$ cat src/design/utf8ld_pkg.sv
// Shared types, constants and byte-class helpers for the lenient UTF-8 decoder.
// No dependencies; used by utf8ld_decode, utf8ld_emit and utf8_lenient_decoder.
package utf8ld_pkg;

	localparam int CP_W    = 21;
	localparam int USED_W  = 3;
	localparam int BYTE_W  = 8;
	localparam int MAX_RES = 4;

	localparam logic [7:0] ASCII_LIM = 8'h80;
	localparam logic [7:0] LEAD_MIN  = 8'hC2;
	localparam logic [7:0] LEAD_MAX  = 8'hF4;
	localparam logic [7:0] LEAD3_MIN = 8'hE0;
	localparam logic [7:0] LEAD4_MIN = 8'hF0;
	localparam logic [7:0] CONT_MASK = 8'hC0;
	localparam logic [7:0] CONT_TAG  = 8'h80;
	localparam logic [7:0] PAY_MASK  = 8'h3F;
	localparam logic [7:0] LEAD2_PAY = 8'h1F;
	localparam logic [7:0] LEAD3_PAY = 8'h0F;
	localparam logic [7:0] LEAD4_PAY = 8'h07;

	// one decoded character
	typedef struct packed {
		logic [USED_W-1:0] used;
		logic [CP_W-1:0]   cp;
	} result_t;

	// all characters completed by one input byte
	typedef struct packed {
		logic [2:0]                 count;
		logic                       eos;
		result_t [MAX_RES-1:0]      res;
	} group_t;

	// sequence length implied by a byte taken as a lead
	function automatic logic [2:0] seq_len(input logic [7:0] b);
		logic [2:0] n;
		if (b < ASCII_LIM || b < LEAD_MIN || b > LEAD_MAX) begin
			n = 3'd1;
		end else if (b < LEAD3_MIN) begin
			n = 3'd2;
		end else if (b < LEAD4_MIN) begin
			n = 3'd3;
		end else begin
			n = 3'd4;
		end
		return n;
	endfunction

	function automatic logic is_cont(input logic [7:0] b);
		return (b & CONT_MASK) == CONT_TAG;
	endfunction

	// byte passed out unchanged as a one-byte character
	function automatic result_t raw_char(input logic [7:0] b);
		result_t r;
		r.cp   = {{(CP_W-BYTE_W){1'b0}}, b};
		r.used = 3'd1;
		return r;
	endfunction

endpackage

$ cat src/design/utf8ld_decode.sv
// Decode stage: held partial-sequence state and the per-byte character logic.
// Depends on utf8ld_pkg for types, byte classes and masks.
module utf8ld_decode (
	input  logic                   clk,
	input  logic                   arst_n,
	input  logic                   accept,
	input  logic [7:0]             in_byte,
	input  logic                   end_of_string,
	output utf8ld_pkg::group_t     group
);

	logic [7:0] held_q [3];
	logic [1:0] held_count_q;

	logic [1:0] held_count_d;
	logic       wr_en;
	logic [1:0] wr_idx;

	// build the result group and the next held state
	always_comb begin
		logic [2:0] need;
		logic [2:0] need_b;
		logic       fresh_raw;
		logic [utf8ld_pkg::CP_W-1:0] cp;
		utf8ld_pkg::result_t dec;
		group.eos   = end_of_string;
		group.count = 3'd0;
		for (int i = 0; i < utf8ld_pkg::MAX_RES; i++) begin
			if (2'(i) < held_count_q) begin
				group.res[i] = utf8ld_pkg::raw_char(held_q[i]);
			end else begin
				group.res[i] = utf8ld_pkg::raw_char(in_byte);
			end
		end
		need      = utf8ld_pkg::seq_len(held_q[0]);
		need_b    = utf8ld_pkg::seq_len(in_byte);
		fresh_raw = (need_b == 3'd1) || end_of_string;
		held_count_d = held_count_q;
		wr_en  = 1'b0;
		wr_idx = 2'd0;

		// assemble the code point of a sequence this byte completes
		unique case (need)
			3'd2: cp = {10'd0, held_q[0][4:0] & utf8ld_pkg::LEAD2_PAY[4:0],
				in_byte[5:0] & utf8ld_pkg::PAY_MASK[5:0]};
			3'd3: cp = {5'd0, held_q[0][3:0] & utf8ld_pkg::LEAD3_PAY[3:0],
				held_q[1][5:0] & utf8ld_pkg::PAY_MASK[5:0],
				in_byte[5:0] & utf8ld_pkg::PAY_MASK[5:0]};
			default: cp = {held_q[0][2:0] & utf8ld_pkg::LEAD4_PAY[2:0],
				held_q[1][5:0] & utf8ld_pkg::PAY_MASK[5:0],
				held_q[2][5:0] & utf8ld_pkg::PAY_MASK[5:0],
				in_byte[5:0] & utf8ld_pkg::PAY_MASK[5:0]};
		endcase
		dec.cp   = cp;
		dec.used = need;

		priority if (held_count_q == 2'd0) begin
			// fresh byte: pass out, or start holding a lead
			if (fresh_raw) begin
				group.count  = 3'd1;
			end else begin
				wr_en        = 1'b1;
				held_count_d = 2'd1;
			end
		end else if (utf8ld_pkg::is_cont(in_byte)) begin
			priority if ({1'b0, held_count_q} + 3'd1 == need) begin
				group.res[0] = dec;
				group.count  = 3'd1;
				held_count_d = 2'd0;
			end else if (end_of_string) begin
				// cut short: lead and continuations all drop to raw
				group.count  = {1'b0, held_count_q} + 3'd1;
				held_count_d = 2'd0;
			end else begin
				wr_en        = 1'b1;
				wr_idx       = held_count_q;
				held_count_d = held_count_q + 2'd1;
			end
		end else begin
			// broken sequence: drain held bytes raw, then rescan the new byte
			if (fresh_raw) begin
				group.count  = {1'b0, held_count_q} + 3'd1;
				held_count_d = 2'd0;
			end else begin
				group.count  = {1'b0, held_count_q};
				wr_en        = 1'b1;
				held_count_d = 2'd1;
			end
		end
	end

	// advance held count on every accepted word
	always_ff @(posedge clk or negedge arst_n) begin
		if (!arst_n) begin
			held_count_q <= 2'd0;
		end else if (accept) begin
			held_count_q <= held_count_d;
		end
	end

	// store a held byte; payload only, no reset
	always_ff @(posedge clk) begin
		if (accept && wr_en) begin
			held_q[wr_idx] <= in_byte;
		end
	end

endmodule

$ cat src/design/utf8ld_emit.sv
// Result register: stores one result group and hands its characters out one per word.
// Depends on utf8ld_pkg for the group and result types.
module utf8ld_emit (
	input  logic                 clk,
	input  logic                 arst_n,
	input  logic                 load,
	input  utf8ld_pkg::group_t   group,
	output logic                 free,
	output logic                 m_tvalid,
	input  logic                 m_tready,
	output logic [23:0]          m_tdata,
	output logic                 m_tlast
);

	utf8ld_pkg::group_t group_q;
	logic               valid_q;
	logic [1:0]         idx_q;
	logic               final_word;
	utf8ld_pkg::result_t cur;

	assign cur        = group_q.res[idx_q];
	assign final_word = ({1'b0, idx_q} == group_q.count - 3'd1);
	assign m_tvalid   = valid_q;
	assign m_tdata    = {cur.used, cur.cp};
	assign m_tlast    = group_q.eos && final_word;
	assign free       = !valid_q || (m_tready && final_word);

	// load a new group or advance through the current one
	always_ff @(posedge clk or negedge arst_n) begin
		if (!arst_n) begin
			valid_q <= 1'b0;
			idx_q   <= 2'd0;
		end else if (free) begin
			valid_q <= load && (group.count != 3'd0);
			idx_q   <= 2'd0;
		end else if (m_tready) begin
			idx_q   <= idx_q + 2'd1;
		end
	end

	// hold group payload
	always_ff @(posedge clk) begin
		if (free && load) begin
			group_q <= group;
		end
	end

endmodule

$ cat src/design/utf8_lenient_decoder.sv
// Top level of the lenient UTF-8 decoder: stream ports, decode stage and result register.
// Depends on utf8ld_pkg, utf8ld_decode and utf8ld_emit.
//
// Takes one byte per word on the slave side, with tlast marking the final byte of a
// string, and gives one decoded character per word on the master side. Leads 0xC2..0xF4
// start 2, 3 or 4 byte sequences; bad leads, broken or truncated sequences and stray
// continuations come out as raw bytes with bytes_used of 1, and tlast is set on the final
// character of each string. Plain text streams at one byte per clock while m_tready stays
// high; a byte that flushes k characters keeps the input stalled while the result register
// hands them out one per word. The decode logic sits between the held-byte state and the
// result register, and the input is taken whenever the result register is empty or hands
// out its last character.
module utf8_lenient_decoder (
	input  logic        clk,
	input  logic        arst_n,
	input  logic        s_tvalid,
	output logic        s_tready,
	input  logic [7:0]  s_tdata,   // [7:0] in_byte
	input  logic        s_tlast,   // end_of_string
	output logic        m_tvalid,
	input  logic        m_tready,
	output logic [23:0] m_tdata,   // [20:0] code_point, [23:21] bytes_used
	output logic        m_tlast    // last_char
);

	utf8ld_pkg::group_t group;
	logic               free;
	logic               accept;

	assign s_tready = free;
	assign accept   = s_tvalid && free;

	utf8ld_decode u_decode (
		.clk           (clk),
		.arst_n        (arst_n),
		.accept        (accept),
		.in_byte       (s_tdata),
		.end_of_string (s_tlast),
		.group         (group)
	);

	utf8ld_emit u_emit (
		.clk      (clk),
		.arst_n   (arst_n),
		.load     (accept),
		.group    (group),
		.free     (free),
		.m_tvalid (m_tvalid),
		.m_tready (m_tready),
		.m_tdata  (m_tdata),
		.m_tlast  (m_tlast)
	);

endmodule

$ cat config.mk
export PLATFORM = sky130hd
export DESIGN_NAME = utf8_lenient_decoder
export DESIGN_NICKNAME = d
export VERILOG_FILES = /design/src/design/utf8ld_pkg.sv /design/src/design/utf8ld_decode.sv /design/src/design/utf8ld_emit.sv /design/src/design/utf8_lenient_decoder.sv
export SDC_FILE = /design/constraint.sdc
export NUM_CORES = 1
export LEC_CHECK = 0
export ABC_CLOCK_PERIOD_IN_PS = 4400
export BUFFER_PORTS_ARGS = -buffer_cell sky130_fd_sc_hd__buf_2
export CAP_MARGIN = 10
export CORE_UTILIZATION = 40
export CTS_CLUSTER_DIAMETER = 100
export DETAILED_ROUTE_END_ITERATION = 12
export MAX_ROUTING_LAYER = met4
export PLACE_DENSITY_LB_ADDON = 0.25
export SLEW_MARGIN = 20
export SYNTH_ARGS = -nofsm -noshare
export SYNTH_HDL_FRONTEND = slang
export SYNTH_SLANG_ARGS = --single-unit
$ cat constraint.sdc
create_clock -name clk -period 4.4 [get_ports clk]
set_input_delay 0.88 -clock clk [delete_from_list [all_inputs] [get_ports clk]]
set_output_delay 0.88 -clock clk [all_outputs]
set_load 0.03 [all_outputs]
-- After elaboration in Yosys (flattened, before gate mapping)
Memories as Yosys holds them, arrays and structs flattened.
Index checks and enable logic that the tools add are counted.
- register bits after elaboration: 105
- memories: 1
- input port bits: 13
- bits in writable memories: 24
- output and inout bits: 27
- logic and storage cells: 98
- memory list (memory ; words ; bits a word ; read ports ; clocked after memory_dff ; write ports ; line ; RTL):
    u_decode.held_q ; 3 ; 8 ; 4 ; 0 ; 1 ; utf8ld_decode.sv:12 ; logic [7:0] held_q [3];
- $lt $le $gt $ge: 15
- equal/unequal tests: 7
- add/subtract/negate cells: 4
- mux-type cells: 41
- reductions and logical operators: 17
- operator list (kind ; number):
    two-way mux 24 bit ; 4
    < comparator 8 bit, second input constant ; 8
    binary-select mux 24 bit (select 2 bit) ; 1
    case mux 21 bit (2 select lines) ; 1
    two-way mux 3 bit ; 11
    two-way mux 8 bit ; 4
    two-way mux 2 bit ; 11
    greater-than comparator 8 bit, second input constant ; 2
    two-way mux 1 bit ; 9
    equality test 3 x 2 -> 1 bit, second input constant ; 2
    logical AND 1 bit ; 6
    logical OR 1 bit ; 6
    adder 2 x 1 -> 2 bit, second input constant ; 2
    < comparator 1 x 2 -> 1 bit, first input constant ; 2
    < comparator 2 bit, first input constant ; 2
    adder 2 x 1 -> 3 bit, second input constant ; 1
    equality test 2 x 3 -> 1 bit ; 1
    equality test 3 x 1 -> 1 bit, second input constant ; 1
    equality test 3 bit ; 1
    < comparator 2 x 3 -> 1 bit, second input constant ; 1
    nonzero test 3 bit ; 1
    subtractor 3 x 1 -> 3 bit, second input constant ; 1
    equality test 2 bit, second input constant ; 1
    zero test 2 bit ; 1
    other kinds (4) ; 4

-- Logic depth before layout (Yosys ltp)
- depth in word-level cells: 12
- mapped depth: 10
- depth with buffers taken out: 8

-- Hierarchy
Synthesis repeated with hierarchy kept, for this count alone.
- cell total of the unflattened synthesis: 377
- area, all modules: 6024.5 um2
- by module, submodules not included (module ; cells each ; seq. area each (um2) ; instances ; area each (um2)):
    utf8ld_emit ; 155 ; 3078.0 ; 1 ; 3813.7
    utf8ld_decode ; 221 ; 770.7 ; 1 ; 2204.6
    utf8_lenient_decoder ; 1 ; 0.0 ; 1 ; 6.3

-- Least setup slack after synthesis
OpenSTA, ideal clock, no wires.
- path kind: input to register
- start: input port m_tready
- end: register u_emit.group_q[0] (netlist bit) (enable)
- library setup time: 0.406 ns
- slack: 0.080 ns
- required time: 3.994 ns
- stages on the path: 4
- path buffers: 0
- data arrival time: 3.914 ns
- cell sequence: inv_1 -> o41ai_1 -> nand2_1 -> inv_1
- cells in the longest elaborated chain, start to end: 4
- RTL lines (element ; line ; RTL):
    start, declared ; utf8_lenient_decoder.sv:21 ; input logic m_tready,
    logical AND 1 bit * ; utf8ld_emit.sv:26 ; assign free = !valid_q || (m_tready && final_word);
    logical OR 1 bit * ; utf8ld_emit.sv:26 ;
    named net s_tready ; utf8_lenient_decoder.sv:17 ; output logic s_tready,
    logical AND 1 bit ; utf8_lenient_decoder.sv:31 ; assign accept = s_tvalid && free;
    logical AND 1 bit * ; utf8ld_emit.sv:43 ; if (free && load) begin
    end signal, assigned ; utf8ld_emit.sv:44 ; group_q <= group;
    end, declared ; utf8ld_emit.sv:15 ; utf8ld_pkg::group_t group_q;
Mark *: on every way through the listed nets, which the timed path passes. The rest lies on a longest branch.
A chain may end at the register's enable or synchronous reset.

-- Final worst setup path
- start: register u_decode.held_count_q[1]
- end: memory u_decode.held_q[0][6] (enable)
- cells in the longest elaborated chain, start to end: 8
- elaborated cells on any way between the ends: 13
- those cells by class: add/sub: 1; eq/ne: 1; mux: 9; reduce/logical: 2
- RTL lines (element ; line ; RTL):
    start, declared ; utf8ld_decode.sv:13 ; logic [1:0] held_count_q;
    start signal, assigned ; utf8ld_decode.sv:97 ; held_count_q <= held_count_d;
    adder 2 x 1 -> 3 bit ; utf8ld_decode.sv:66 ; priority if ({1'b0, held_count_q} + 3'd1 == need) begin
    equality test 3 bit ; utf8ld_decode.sv:66 ;
    two-way mux 1 bit ; utf8ld_decode.sv:66 ;
    two-way mux 1 bit ; utf8ld_decode.sv:65 ; end else if (utf8ld_pkg::is_cont(in_byte)) begin
    two-way mux 1 bit ; utf8ld_decode.sv:57 ; priority if (held_count_q == 2'd0) begin
    logical AND 1 bit ; utf8ld_decode.sv:103 ; if (accept && wr_en) begin
    two-way mux 1 bit ; utf8ld_decode.sv:103 ;
    two-way mux 1 bit (implied by the code) ; utf8ld_decode.sv:104 ; held_q[wr_idx] <= in_byte;
    end, declared ; utf8ld_decode.sv:12 ;
Parallel ways exist; a longest one is shown, timed or not.

==> impl_metrics.csv <==
group,metric,value,unit
clock_network,cts_tree,"built",
critical_path,worstSetupPathType,"flop to flop",
routing,met1_length,3.79,mm
final_layout,n_antenna_cell,0,
logic_synthesis,synthesis.area,3850,um^2
die,fp.dieW,100,um
logic_synthesis,synth_area_per_cell,13.7,um^2
clock_network,insertion_delay,0.35,ns
routing,wl_met2,3.60,mm
outcome,status,"complete, no violations",
final_layout,syn_to_final_growth,13.6,%
placement,place_area,4180,um^2
clock_network,cts_made_buffers,9,
sta,finalCritPeriodShare,0.748,
sta,rsz0062_at_grt,"no",
logic_synthesis,ys_seq_elements,81,
logic_synthesis,synth_top_area_share,0.593,
global_routing,grt_pass1_vias,2291,
logic_synthesis,synth.area.top_cells,"edfxtp_1 (59%), mux2_2 (6.7%), mux4_2 (4.7%)",
final_layout,final_util,0.471,
sta,max_freq,304,MHz
sta,tns,0,ns
routing,drt-vias-per-instance,5.12,
placement,io_buffers,39,
global_routing,globalRoute.totalOverflow,0,
sta,maxSlewViolCount,0,
die,ios,40,
die,dieHeight,100,um
critical_path,cp.arrival,3.27,ns
die,num_rows,35,
pwr,total_power,2.27,mW
logic_synthesis,syn_nets,296,
final_layout,num-nets-final,338,
sta,skew,0.0118,ns
clock_network,cts_root_buf,"clkbuf_8",
pwr,leakagePower,1.50,nW
global_routing,grt_max_degree,35,
run,drv_cap,0,
final_layout,finalInstanceArea,4370,um^2
placement,placed_cells,440,
die,start_util,0.414,
logic_synthesis,synth_edf_count,76,
routing,vias,2335,
critical_path,max_stage_delay,0.67,ns
pwr,peakVddDrop,240,uV
routing,wl_per_cell,17.2,um
critical_path,cp_top_family,"compound AO/OA/AOI/OAI gates",
global_routing,antenna_found_initial,0,
logic_synthesis,seq_area_frac_synth,0.626,
placement,hpwl,5.59,mm
clock_network,cts.path.max_buffers,2,
die,dieArea,10000,um^2
critical_path,critPathBufInv,0,
routing,met3_length,381,um
routing,first_pass_iters,4,
placement,gp_congestion,0.817,
logic_synthesis,synth_cell_types,48,
logic_synthesis,async_flop_share,0.0617,
critical_path,path_max_fanout,12,
global_routing,grt_usage,0.176,
final_layout,drive_gt1_frac,0.306,
clock_network,clock-sinks,81,
critical_path,end_kind,"flop",
logic_synthesis,synth_flop_cell,"edfxtp_1",
pwr,powerDensity,519,nW/um^2
critical_path,cp-start-kind,"flop",
clock_network,cts_setup_buffers,0,
critical_path,cp.required,4.38,ns
routing,finalWirelength,7.86,mm
sta,worstMarginPinSlew,0.799,ns
routing,ant_nets,0,
sta,min_period,3.29,ns
sta,setup_viol,0,
critical_path,slowest_stage,"a21oi_1",
clock_network,clk_pin_slew,0.08,ns
routing,top_layer_used,"met4",
clock_network,cts_resized,0,
sta,slew_headroom,0.467,
die,core_area,9280,um^2
logic_synthesis,syn_inst,280,
worst_hold_path,worstHoldPathType,"input pin to asynchronous set/reset pin",
logic_synthesis,yosysWarnings,0,
sta,hold_viol,0,
clock_network,htree_levels,3,
final_layout,layout.cells.non_filler,456,
clock_network,holdBufCountCts,0,
critical_path,path_cells,"ha_1 -> mux2_2 -> a31oi_2 -> o2111ai_1 -> a21oi_1",
logic_synthesis,synth_top_area_cell,"edfxtp_1",
routing,drc,0,
routing,drtIter0Drc,108,
global_routing,grt_pass1_wl,12.5,mm
## Yosys cell counts (all sizes together), types with 3 or more instances
| master | number |
|---|---|
| a211oi | 3 |
| a31oi | 4 |
| mux4 | 8 |
| o32ai | 3 |
| nor3 | 7 |
| and2 | 21 |
| a21oi | 9 |
| edfxtp | 76 |
| nor2 | 21 |
| a22oi | 8 |
| or3 | 7 |
| ha | 3 |
| mux2 | 23 |
| dfrtp | 5 |
| nor4 | 3 |
| nand2 | 16 |
| xnor2 | 4 |
| o21ai | 7 |
| buf | 6 |
| clkbuf | 6 |
| inv | 12 |
## state kept, by name, summed over array words and instances (netlist names)
| name | flops |
|---|---|
| u_emit.idx_q | 2 |
| u_emit.group_q | 52 |
| u_decode.held_count_q | 2 |
| u_decode.held_q | 24 |
| u_emit.m_tvalid | 1 |
## placed cells by master (no fill, tap or decap), types with 2 or more instances in the layout
cell type and n:
buf_2 39, a31oi_1 2, inv_6 2, or2_2 2, and2_1 21, dfrtp_1 5
a21oi_1 8, a31oi_2 2, nor2_1 21, clkbuf_8 9, nor4_1 3, ha_1 3
o32ai_1 3, a22oi_1 8, o2111ai_1 2, or3_1 6, nand2_1 16, buf_4 4
or4_1 2, mux4_2 8, xnor2_1 4, o21ai_0 7, nor3_1 7, a211oi_1 3
clkinv_2 2, edfxtp_1 76, inv_1 11, xor2_1 2, mux2_2 23, a31o_2 2
nand2b_1 2
## through the flow
step,setup WS [ns],hold slack (ns)
2_1_floorplan,0.0799,0.523
3_3_place_gp,1.21,0.538
3_5_place_dp,1.07,0.540
4_1_cts,1.04,0.334
5_1_grt,0.819,0.333
6_report,1.11,0.348
## layout make-up
type	instances	area [um^2]
fillers	862	4910
inverters	12	45.0
flip-flops and latches	81	2410
clock inverters	7	68.8
repair buffers	43	225
clock buffers	9	124
well taps	129	161
multi-input cells	175	1340
## logic make-up after synthesis
family / count (synthesis) / share of synthesized area
adder cells (fa/ha/maj): 3 / 0.00976
AO/OA/AOI/OAI: 46 / 0.0872
AND/OR/NAND/NOR: 89 / 0.123
flip-flops: 81 / 0.626
multiplexers: 31 / 0.114
XOR/XNOR: 6 / 0.0137
buffers and inverters: 24 / 0.0260
## metal layers
layer	vias to the layer above	track usage
met5	-	-
met3	8	0.0348
li1	1158	-
met2	65	0.263
met1	1104	0.238
met4	0	0.0702
## report_power, final
group | total [mW] | switching [mW] | internal (mW)
sequential | 1.04 | 0.0905 | 0.952
combinational | 0.699 | 0.435 | 0.264
clock | 0.527 | 0.265 | 0.262
## path summary, 6_finish.rpt
kind | cells past startpoint | slack (ns) | start | end
worst min-delay path | 1 | 0.35 | arst_n | u_decode.held_count_q[0]
worst min register to register | 1 | 0.55 | u_decode.held_q[2][7] | u_emit.group_q[55]
max in group asynchronous | 1 | 3.90 | arst_n | u_emit.idx_q[0]
worst max-delay path | 5 | 1.11 | u_decode.held_count_q[1] | u_decode.held_q[0][6]
min in group clk | 1 | 0.55 | u_decode.held_q[2][7] | u_emit.group_q[55]
worst max register to register | 5 | 1.11 | u_decode.held_count_q[1] | u_decode.held_q[0][6]
Power figures use the tool's default switching activity.
